===== src/rtl/gbn_pkg.sv =====
// Shared types and constants of the go-back-N sender.
package gbn_pkg;

  // Sequence number width and buffer sizing
  localparam int SEQ_W      = 16;
  localparam int WSIZE_W    = 6;
  localparam int BUF_DEPTH  = 1024;
  localparam int WINDOW_MAX = 32;

  // Stored messages allowed: buffer depth, or one less than the number space
  localparam longint SEQ_SPAN = longint'(1) << SEQ_W;
  localparam longint CAPACITY = (BUF_DEPTH < SEQ_SPAN - 1) ? BUF_DEPTH : SEQ_SPAN - 1;

  // Input stream packing
  localparam int IN_DATA_W = 24;
  localparam int OP_W      = 2;
  localparam int ACT_W     = 3;

  typedef logic [SEQ_W-1:0] seq_t;

  typedef enum logic [OP_W-1:0] {
    OP_NEW = 2'd0,
    OP_ACK = 2'd1,
    OP_EXP = 2'd2
  } op_t;

  typedef enum logic [ACT_W-1:0] {
    ACT_TX      = 3'd0,
    ACT_START   = 3'd1,
    ACT_STOP    = 3'd2,
    ACT_QUEUED  = 3'd3,
    ACT_REFUSED = 3'd4,
    ACT_IGNORED = 3'd5
  } action_t;

  typedef enum logic [3:0] {
    ST_IDLE,
    ST_NEW_CHK,
    ST_NEW_WIN,
    ST_NEW_TX,
    ST_ACK_FL,
    ST_ACK_CHK,
    ST_ACK_RST,
    ST_ACK_LOOP,
    ST_ACK_TST,
    ST_EXP,
    ST_EXP_LOOP,
    ST_DONE
  } state_t;

endpackage


===== src/rtl/go_back_n_sender.sv =====
// Go-back-N sender control: sequencer around one shared subtract/compare unit.
//
//  channel  | dir | handshake                    | payload
//  s_axis   | in  | s_axis_tvalid/s_axis_tready  | tuser op, tdata ack_num, ack_ok
//  m_axis   | out | m_axis_tvalid/m_axis_tready  | tuser action, tdata seq_num, tlast
//  cfg      | in  | cfg_valid/cfg_ready          | cfg_data window setting
//
// One item per event; s_axis_tready is high only while the sequencer is idle.
// Results pass a one-deep hold stage and the output register; a stalled m_axis freezes
// the sequencer. Synchronous reset clears pointers to zero and the window setting to 8.
module go_back_n_sender (
  input  logic                        clk,
  input  logic                        rst,
  input  logic                        s_axis_tvalid,
  output logic                        s_axis_tready,
  input  logic [gbn_pkg::IN_DATA_W-1:0] s_axis_tdata,  // [15:0] ack_num, [16] ack_ok
  input  logic [gbn_pkg::OP_W-1:0]    s_axis_tuser,  // [1:0] op
  output logic                        m_axis_tvalid,
  input  logic                        m_axis_tready,
  output logic [gbn_pkg::SEQ_W-1:0]   m_axis_tdata,  // [15:0] seq_num
  output logic [gbn_pkg::ACT_W-1:0]   m_axis_tuser,  // [2:0] action
  output logic                        m_axis_tlast,
  input  logic                        cfg_valid,
  output logic                        cfg_ready,
  input  logic [gbn_pkg::WSIZE_W-1:0] cfg_data
);
  import gbn_pkg::*;

  // Registers
  state_t               state, state_next;
  logic [WSIZE_W-1:0]   win_setting;
  seq_t                 window_base, window_base_next;
  seq_t                 next_unsent, next_unsent_next;
  seq_t                 next_free, next_free_next;
  seq_t                 cur_seq, cur_seq_next;
  seq_t                 flight, flight_next;
  seq_t                 ack_r, ack_r_next;
  logic                 ok_r, ok_r_next;
  logic                 pend_valid, pend_valid_next;
  action_t              pend_action, pend_action_next;
  seq_t                 pend_seq, pend_seq_next;
  logic                 out_valid, out_valid_next;
  action_t              out_action, out_action_next;
  seq_t                 out_seq, out_seq_next;
  logic                 out_last, out_last_next;

  // Control
  logic                 adv;
  logic                 accept;
  logic                 do_emit;
  action_t              emit_act;
  seq_t                 emit_seq;
  logic                 do_finish;
  logic [WSIZE_W-1:0]   win;
  seq_t                 alu_a, alu_lim, alu_diff;
  logic                 alu_lt;

  assign adv           = !out_valid || m_axis_tready;
  assign accept        = s_axis_tvalid && s_axis_tready;
  assign s_axis_tready = (state == ST_IDLE);
  assign cfg_ready     = 1'b1;

  assign m_axis_tvalid = out_valid;
  assign m_axis_tdata  = out_seq;
  assign m_axis_tuser  = out_action;
  assign m_axis_tlast  = out_last;

  // Effective window, clamped to 1..WINDOW_MAX
  always_comb begin
    if (win_setting == '0) begin
      win = WSIZE_W'(1);
    end else if (win_setting > WSIZE_W'(WINDOW_MAX)) begin
      win = WSIZE_W'(WINDOW_MAX);
    end else begin
      win = win_setting;
    end
  end

  // Shared unit: distance from the window base, compared with a limit
  always_comb begin
    unique case (state)
      ST_NEW_CHK: alu_a = next_free;
      ST_NEW_WIN: alu_a = cur_seq;
      ST_ACK_CHK: alu_a = ack_r;
      default:    alu_a = next_unsent;
    endcase
    unique case (state)
      ST_NEW_CHK: alu_lim = SEQ_W'(CAPACITY);
      ST_ACK_CHK: alu_lim = flight;
      default:    alu_lim = SEQ_W'(win);
    endcase
    alu_diff = alu_a - window_base;
    alu_lt   = alu_diff < alu_lim;
  end

  // Sequencer: next state, pointer updates and result requests
  always_comb begin
    state_next       = state;
    window_base_next = window_base;
    next_unsent_next = next_unsent;
    next_free_next   = next_free;
    cur_seq_next     = cur_seq;
    flight_next      = flight;
    ack_r_next       = ack_r;
    ok_r_next        = ok_r;
    do_emit          = 1'b0;
    emit_act         = ACT_TX;
    emit_seq         = '0;
    do_finish        = 1'b0;

    if (state == ST_IDLE) begin
      if (accept) begin
        ack_r_next = s_axis_tdata[SEQ_W-1:0];
        ok_r_next  = s_axis_tdata[SEQ_W];
        unique case (s_axis_tuser)
          OP_NEW:  state_next = ST_NEW_CHK;
          OP_ACK:  state_next = ST_ACK_FL;
          OP_EXP:  state_next = ST_EXP;
          default: state_next = ST_DONE;
        endcase
      end
    end else if (adv) begin
      unique case (state)
        // New message: room in the buffer?
        ST_NEW_CHK: begin
          if (!alu_lt) begin
            do_emit    = 1'b1;
            emit_act   = ACT_REFUSED;
            emit_seq   = next_free;
            state_next = ST_DONE;
          end else begin
            cur_seq_next   = next_free;
            next_free_next = next_free + SEQ_W'(1);
            state_next     = ST_NEW_WIN;
          end
        end
        // Send now if it is next in line and inside the window
        ST_NEW_WIN: begin
          do_emit = 1'b1;
          if (next_unsent == cur_seq && alu_lt) begin
            if (cur_seq == window_base) begin
              emit_act   = ACT_START;
              state_next = ST_NEW_TX;
            end else begin
              emit_act         = ACT_TX;
              emit_seq         = cur_seq;
              next_unsent_next = next_unsent + SEQ_W'(1);
              state_next       = ST_DONE;
            end
          end else begin
            emit_act   = ACT_QUEUED;
            emit_seq   = cur_seq;
            state_next = ST_DONE;
          end
        end
        ST_NEW_TX: begin
          do_emit          = 1'b1;
          emit_act         = ACT_TX;
          emit_seq         = cur_seq;
          next_unsent_next = next_unsent + SEQ_W'(1);
          state_next       = ST_DONE;
        end
        // Acknowledgement: packets in flight first
        ST_ACK_FL: begin
          flight_next = alu_diff;
          state_next  = ST_ACK_CHK;
        end
        ST_ACK_CHK: begin
          do_emit = 1'b1;
          if (!ok_r || !alu_lt) begin
            emit_act   = ACT_IGNORED;
            emit_seq   = ack_r;
            state_next = ST_DONE;
          end else begin
            window_base_next = ack_r + SEQ_W'(1);
            emit_act         = ACT_STOP;
            state_next       = ST_ACK_RST;
          end
        end
        ST_ACK_RST: begin
          if (window_base != next_unsent) begin
            do_emit  = 1'b1;
            emit_act = ACT_START;
          end
          state_next = ST_ACK_LOOP;
        end
        // Send queued packets that now fit the window
        ST_ACK_LOOP: begin
          if (next_unsent != next_free && alu_lt) begin
            do_emit  = 1'b1;
            emit_act = ACT_TX;
            emit_seq = next_unsent;
            if (next_unsent == window_base) begin
              state_next = ST_ACK_TST;
            end else begin
              next_unsent_next = next_unsent + SEQ_W'(1);
            end
          end else begin
            state_next = ST_DONE;
          end
        end
        ST_ACK_TST: begin
          do_emit          = 1'b1;
          emit_act         = ACT_START;
          next_unsent_next = next_unsent + SEQ_W'(1);
          state_next       = ST_ACK_LOOP;
        end
        // Expiry: resend everything in flight
        ST_EXP: begin
          cur_seq_next = window_base;
          state_next   = (next_unsent == window_base) ? ST_DONE : ST_EXP_LOOP;
        end
        ST_EXP_LOOP: begin
          do_emit = 1'b1;
          if (cur_seq != next_unsent) begin
            emit_act     = ACT_TX;
            emit_seq     = cur_seq;
            cur_seq_next = cur_seq + SEQ_W'(1);
          end else begin
            emit_act   = ACT_START;
            state_next = ST_DONE;
          end
        end
        ST_DONE: begin
          do_finish  = 1'b1;
          state_next = ST_IDLE;
        end
        default: state_next = ST_IDLE;
      endcase
    end
  end

  // One result held back so the final one can be marked last
  always_comb begin
    pend_valid_next  = pend_valid;
    pend_action_next = pend_action;
    pend_seq_next    = pend_seq;
    out_valid_next   = out_valid && !m_axis_tready;
    out_action_next  = out_action;
    out_seq_next     = out_seq;
    out_last_next    = out_last;
    if (do_emit) begin
      pend_valid_next  = 1'b1;
      pend_action_next = emit_act;
      pend_seq_next    = emit_seq;
    end else if (do_finish) begin
      pend_valid_next = 1'b0;
    end
    if ((do_emit || do_finish) && pend_valid) begin
      out_valid_next  = 1'b1;
      out_action_next = pend_action;
      out_seq_next    = pend_seq;
      out_last_next   = do_finish;
    end
  end

  // Control and pointer state
  always_ff @(posedge clk) begin
    if (rst) begin
      state       <= ST_IDLE;
      win_setting <= WSIZE_W'(8);
      window_base <= '0;
      next_unsent <= '0;
      next_free   <= '0;
      pend_valid  <= 1'b0;
      out_valid   <= 1'b0;
    end else begin
      state       <= state_next;
      if (cfg_valid && cfg_ready) begin
        win_setting <= cfg_data;
      end
      window_base <= window_base_next;
      next_unsent <= next_unsent_next;
      next_free   <= next_free_next;
      pend_valid  <= pend_valid_next;
      out_valid   <= out_valid_next;
    end
  end

  // Payload registers
  always_ff @(posedge clk) begin
    cur_seq     <= cur_seq_next;
    flight      <= flight_next;
    ack_r       <= ack_r_next;
    ok_r        <= ok_r_next;
    pend_action <= pend_action_next;
    pend_seq    <= pend_seq_next;
    out_action  <= out_action_next;
    out_seq     <= out_seq_next;
    out_last    <= out_last_next;
  end

endmodule


===== config.mk =====
export PLATFORM = sky130hd
export DESIGN_NAME = go_back_n_sender
export DESIGN_NICKNAME = d
export VERILOG_FILES = /design/src/rtl/gbn_pkg.sv /design/src/rtl/go_back_n_sender.sv
export SDC_FILE = /design/constraint.sdc
export NUM_CORES = 1
export LEC_CHECK = 0
export BUFFER_PORTS_ARGS = -buffer_cell sky130_fd_sc_hd__buf_2
export CORE_UTILIZATION = 39
export CTS_CLUSTER_DIAMETER = 200
export DETAILED_ROUTE_END_ITERATION = 12
export SETUP_SLACK_MARGIN = 0.5
export SLEW_MARGIN = 30
export SYNTH_ARGS = -nofsm -noshare
export SYNTH_HDL_FRONTEND = slang
export SYNTH_SLANG_ARGS = --single-unit

===== constraint.sdc =====
create_clock -name clk -period 11 [get_ports clk]
set_input_delay 0.55 -clock clk [delete_from_list [all_inputs] [get_ports clk]]
set_output_delay 0.55 -clock clk [all_outputs]
set_load 0.02 [all_outputs]

==> results.toml <==
[outcome]
result_of_the_run = "finished, final reports clean"

[floorplan]
boundaryPins = 60
chipHeight_um = 155
floorplan.initialDensity_pct = 40.0
die_area_sq_um = 24000
die-width_um = 155
core_region_area_sq_um = 22800
rows = 55

[power_and_ir_drop]
powerDensity_nw_per_um2 = 287
vdd_drop_max_v = 0.000288
power.share.switching_pct = 42.5
clock_power_share_pct = 20.6
power.share.sequential_pct = 32.3
cellLeakagePower_nw = 3.54
intPower_w = 0.00166
p_switching_w = 0.00123
combPwrFrac_pct = 47.1

[synthesis]
synthArstFlopShare_pct = 0
synth.avg_cell_area_sq_um = 9.24
synth.top_cells.by_area = "sky130_fd_sc_hd__edfxtp_1 (29%), sky130_fd_sc_hd__dfxtp_1 (13%), sky130_fd_sc_hd__xnor2_1 (7.1%)"
yosys-top-cells-count = "sky130_fd_sc_hd__nor2_1 (102), sky130_fd_sc_hd__nand2_1 (98), sky130_fd_sc_hd__edfxtp_1 (88)"
synth-seq-area-share_pct = 42.2
post_synth_edffs = 88
synthesis.area_sq_um = 9110
yosys.cell_types.count = 70
most_common_cell_in_the_netlist = "sky130_fd_sc_hd__nor2_1"
synthesis.nets = 1057
yosys_warnings = 0
synth.top_cell.area_share_pct = 29.0
synthDominantAreaCellType = "sky130_fd_sc_hd__edfxtp_1"
synth_seq_cells = 148
postSynth.topFlopCell = "sky130_fd_sc_hd__edfxtp_1"
number_of_standard_cells_after_synthesis = 985

[place]
place_congestion = 0.921
port_buffers = 51
dp_hpwl_um = 18100

[global_routing]
grt_pass1_wl_um = 38700
pin_count_of_the_biggest_net_entering_global_routing = 74
via_count_of_the_first_global_routing_pass = 6790
grt_overflow = 0
grt.total_usage_pct = 21.2
antenna_violations_before_repair = 0

[setup_path]
cp_max_fo = 21
worstRegToRegCells = 25
timing.critical_path.required_ns = 11.05
reg2reg_from = "state[3]$_SDFFE_PP0P_"
reg_to_reg_critical_path_endpoint = "m_axis_tdata[11]$_DFFE_PP_"
critical_path_source_type = "register"
cp.arrival_ns = 7.66
rrSetupSlack_ns = 3.39
cp-endpoint = "m_axis_tdata[11]$_DFFE_PP_"
critical_path_class = "register to register"
critical_path.endpoint_type = "register"
worst_setup_path_startpoint = "state[3]$_SDFFE_PP0P_"

[clock_network]
clk_latency_ns = 0.43
cts-buffers-inserted = 17
resized_cells_post_cts = 0
clock_tree.root_cell = "sky130_fd_sc_hd__clkbuf_16"
cts_setup_buffers = 0
cts_tree = "yes"
cts.sink_count = 148
htreeDepth = 4
cts.reportedPaths.clkPinSlew_ns = 0.06
cts_buffer_depth = 2
cts.hold.buffers_added = 0

[timing]
timing.final.setup_violations = 0
worst_hold_slack_ns = 0.291
final.setup_skew_ns = 0.00795
max_freq_mhz = 131
worstMarginPinSlew_ns = 0.901
report.final.hold_viol_count = 0
timing.final.crit_share_pct = 69.1
finalMaxSlewViolations = 0
rsz_0062_raised_after_global_routing = "no"
setup-tns-final_ns = 0
timing.slew.headroom_pct = 39.9
finalCriticalPeriod_ns = 7.61

[detailed_routing]
totalWireLength_um = 24600
first_pass_iters = 6
avgViaCountPerCell = 5.62
route.vias.total = 7302
postRouteAntennaNets = 0
wire_per_inst_um = 19.0
first_iter_violations = 727
drc = 0

[hold_path]
hold_path_class = "input pin to register"

[cells_and_area]
proportion_of_layout_cells_with_a_drive_suffix_above_1_pct = 11.2
filler_cell_count = 2217
n_antenna_cell = 0
design.final.nets = 1045
area_growth_pct = 10.6

[run]
max_cap_viol_count = 0
==> layer usage <==
metal / wire length, um / GRT usage (%)
met3: 1490 / 3.25
met5: 0 / 0
met2: 11000 / 32.6
met4: 625 / 8.30
met1: 11500 / 30.0
==> worst max-delay path, cell delays in order, from the launching register on <==
cell and delay [ns]:
sky130_fd_sc_hd__dfxtp_1 0.70, sky130_fd_sc_hd__inv_1 0.23, sky130_fd_sc_hd__nand2_1 0.16, sky130_fd_sc_hd__nor3_2 0.05
sky130_fd_sc_hd__buf_4 0.24, sky130_fd_sc_hd__nor2_1 0.52, sky130_fd_sc_hd__a221oi_1 0.25, sky130_fd_sc_hd__ha_1 0.27
sky130_fd_sc_hd__fa_1 0.41, sky130_fd_sc_hd__nor2b_1 0.13, sky130_fd_sc_hd__o21ai_0 0.11, sky130_fd_sc_hd__a21boi_0 0.45
sky130_fd_sc_hd__o211ai_1 0.23, sky130_fd_sc_hd__a31oi_1 0.28, sky130_fd_sc_hd__a21o_1 0.17, sky130_fd_sc_hd__a21oi_1 0.08
sky130_fd_sc_hd__xnor2_1 0.15, sky130_fd_sc_hd__ha_1 0.32, sky130_fd_sc_hd__and4_1 0.21, sky130_fd_sc_hd__nand2_1 0.10
sky130_fd_sc_hd__a21oi_1 0.21, sky130_fd_sc_hd__o21a_1 0.37, sky130_fd_sc_hd__o311ai_0 0.23, sky130_fd_sc_hd__a41oi_2 0.27
sky130_fd_sc_hd__buf_4 0.31, sky130_fd_sc_hd__o21a_1 0.78
==> worst min-delay path by stage <==
stage	from	to	slack, ns	cells past startpoint
5_1_grt	s_axis_tdata[1]	ack_r[1]$_DFFE_PP_	0.27	1
3_5_place_dp	pend_seq[12]$_SDFFCE_PP0P_	m_axis_tdata[12]$_DFFE_PP_	0.40	0
3_3_place_gp	pend_seq[5]$_SDFFCE_PP0P_	m_axis_tdata[5]$_DFFE_PP_	0.40	0
2_1_floorplan	pend_seq[0]$_SDFFCE_PP0P_	m_axis_tdata[0]$_DFFE_PP_	0.40	0
4_1_cts	s_axis_tdata[1]	ack_r[1]$_DFFE_PP_	0.27	1
6_report	s_axis_tdata[7]	ack_r[7]$_DFFE_PP_	0.29	1
==> layout by cell type, fill, tap and decap left out, types with 5 or more instances in the layout <==
master	instances
sky130_fd_sc_hd__nor2_1	101
sky130_fd_sc_hd__nand2_1	98
sky130_fd_sc_hd__edfxtp_1	88
sky130_fd_sc_hd__xnor2_1	74
sky130_fd_sc_hd__dfxtp_1	60
sky130_fd_sc_hd__buf_2	51
sky130_fd_sc_hd__xor2_1	45
sky130_fd_sc_hd__nand3_1	34
sky130_fd_sc_hd__inv_1	34
sky130_fd_sc_hd__ha_1	34
sky130_fd_sc_hd__a21oi_1	33
sky130_fd_sc_hd__a222oi_1	31
sky130_fd_sc_hd__o21ai_0	25
sky130_fd_sc_hd__nand4_1	23
sky130_fd_sc_hd__a31oi_1	21
sky130_fd_sc_hd__and3_1	18
sky130_fd_sc_hd__a211oi_1	18
sky130_fd_sc_hd__a22oi_1	17
sky130_fd_sc_hd__clkbuf_16	17
sky130_fd_sc_hd__nor2b_1	14
sky130_fd_sc_hd__nor4_1	11
sky130_fd_sc_hd__buf_4	11
sky130_fd_sc_hd__o21a_1	9
sky130_fd_sc_hd__nor3_1	9
sky130_fd_sc_hd__mux2i_1	9
sky130_fd_sc_hd__and2_1	7
sky130_fd_sc_hd__mux2_1	7
sky130_fd_sc_hd__a221o_1	5
==> flip-flops by register name, indices dropped and copies added (netlist names), 3 cells and up <==
register and count:
ack_r 16, cur_seq 16, flight 16, m_axis_tdata 16, next_free 16, next_unsent 16, pend_seq 16, window_base 16
win_setting 6, state 4, m_axis_tuser 3, pend_action 3
==> cell type report <==
class                   instances  area [sq um]  share of cell area [%]
clock buffers                  19           433                    4.30
clock inverters                13           159                    1.58
inverters                      34           128                    1.27
multi-input cells             710          4780                    47.4
flip-flops and latches        148          3840                    38.2
well taps                     313           392                    3.89
repair buffers                 62           338                    3.35
==> power by group through the flow <==
stage	Clock [W]	Combinational [W]	Sequential [W]
final	0.000597	0.00136	0.000935
after floorplan	0	0.00109	0.000850
after global routing	0.000632	0.00153	0.000950
after detailed placement	0	0.00136	0.000943
after global placement	0	0.00134	0.000942
after CTS	0.000607	0.00137	0.000932
==> through the flow <==
step	total power, W	utilization, %	cells	area, sq um	setup slack (ns)
after global placement	0.00228	41.6	1267	9470	3.46
final	0.00289	44.2	1299	10100	3.39
after detailed placement	0.00230	41.6	1267	9480	3.45
after global routing	0.00311	44.2	1299	10100	2.66
after floorplan	0.00194	-	985	9110	3.11
after CTS	0.00290	44.2	1299	10100	3.36
==> cells by family (layout without fill, tap and decap cells) <==
group | Yosys count | count (layout) | synth area share, %
buffers and inverters | 127 | 128 | 5.63
AND/OR/NAND/NOR | 341 | 341 | 17.9
XOR/XNOR | 119 | 119 | 11.4
multiplexers | 17 | 17 | 1.98
other | 1 | 1 | 0.0412
flip-flops | 148 | 148 | 42.2
adder cells (fa/ha/maj) | 35 | 35 | 4.89
AO/OA/AOI/OAI | 197 | 197 | 15.9
No activity file was read; power rests on OpenSTA's default activity.
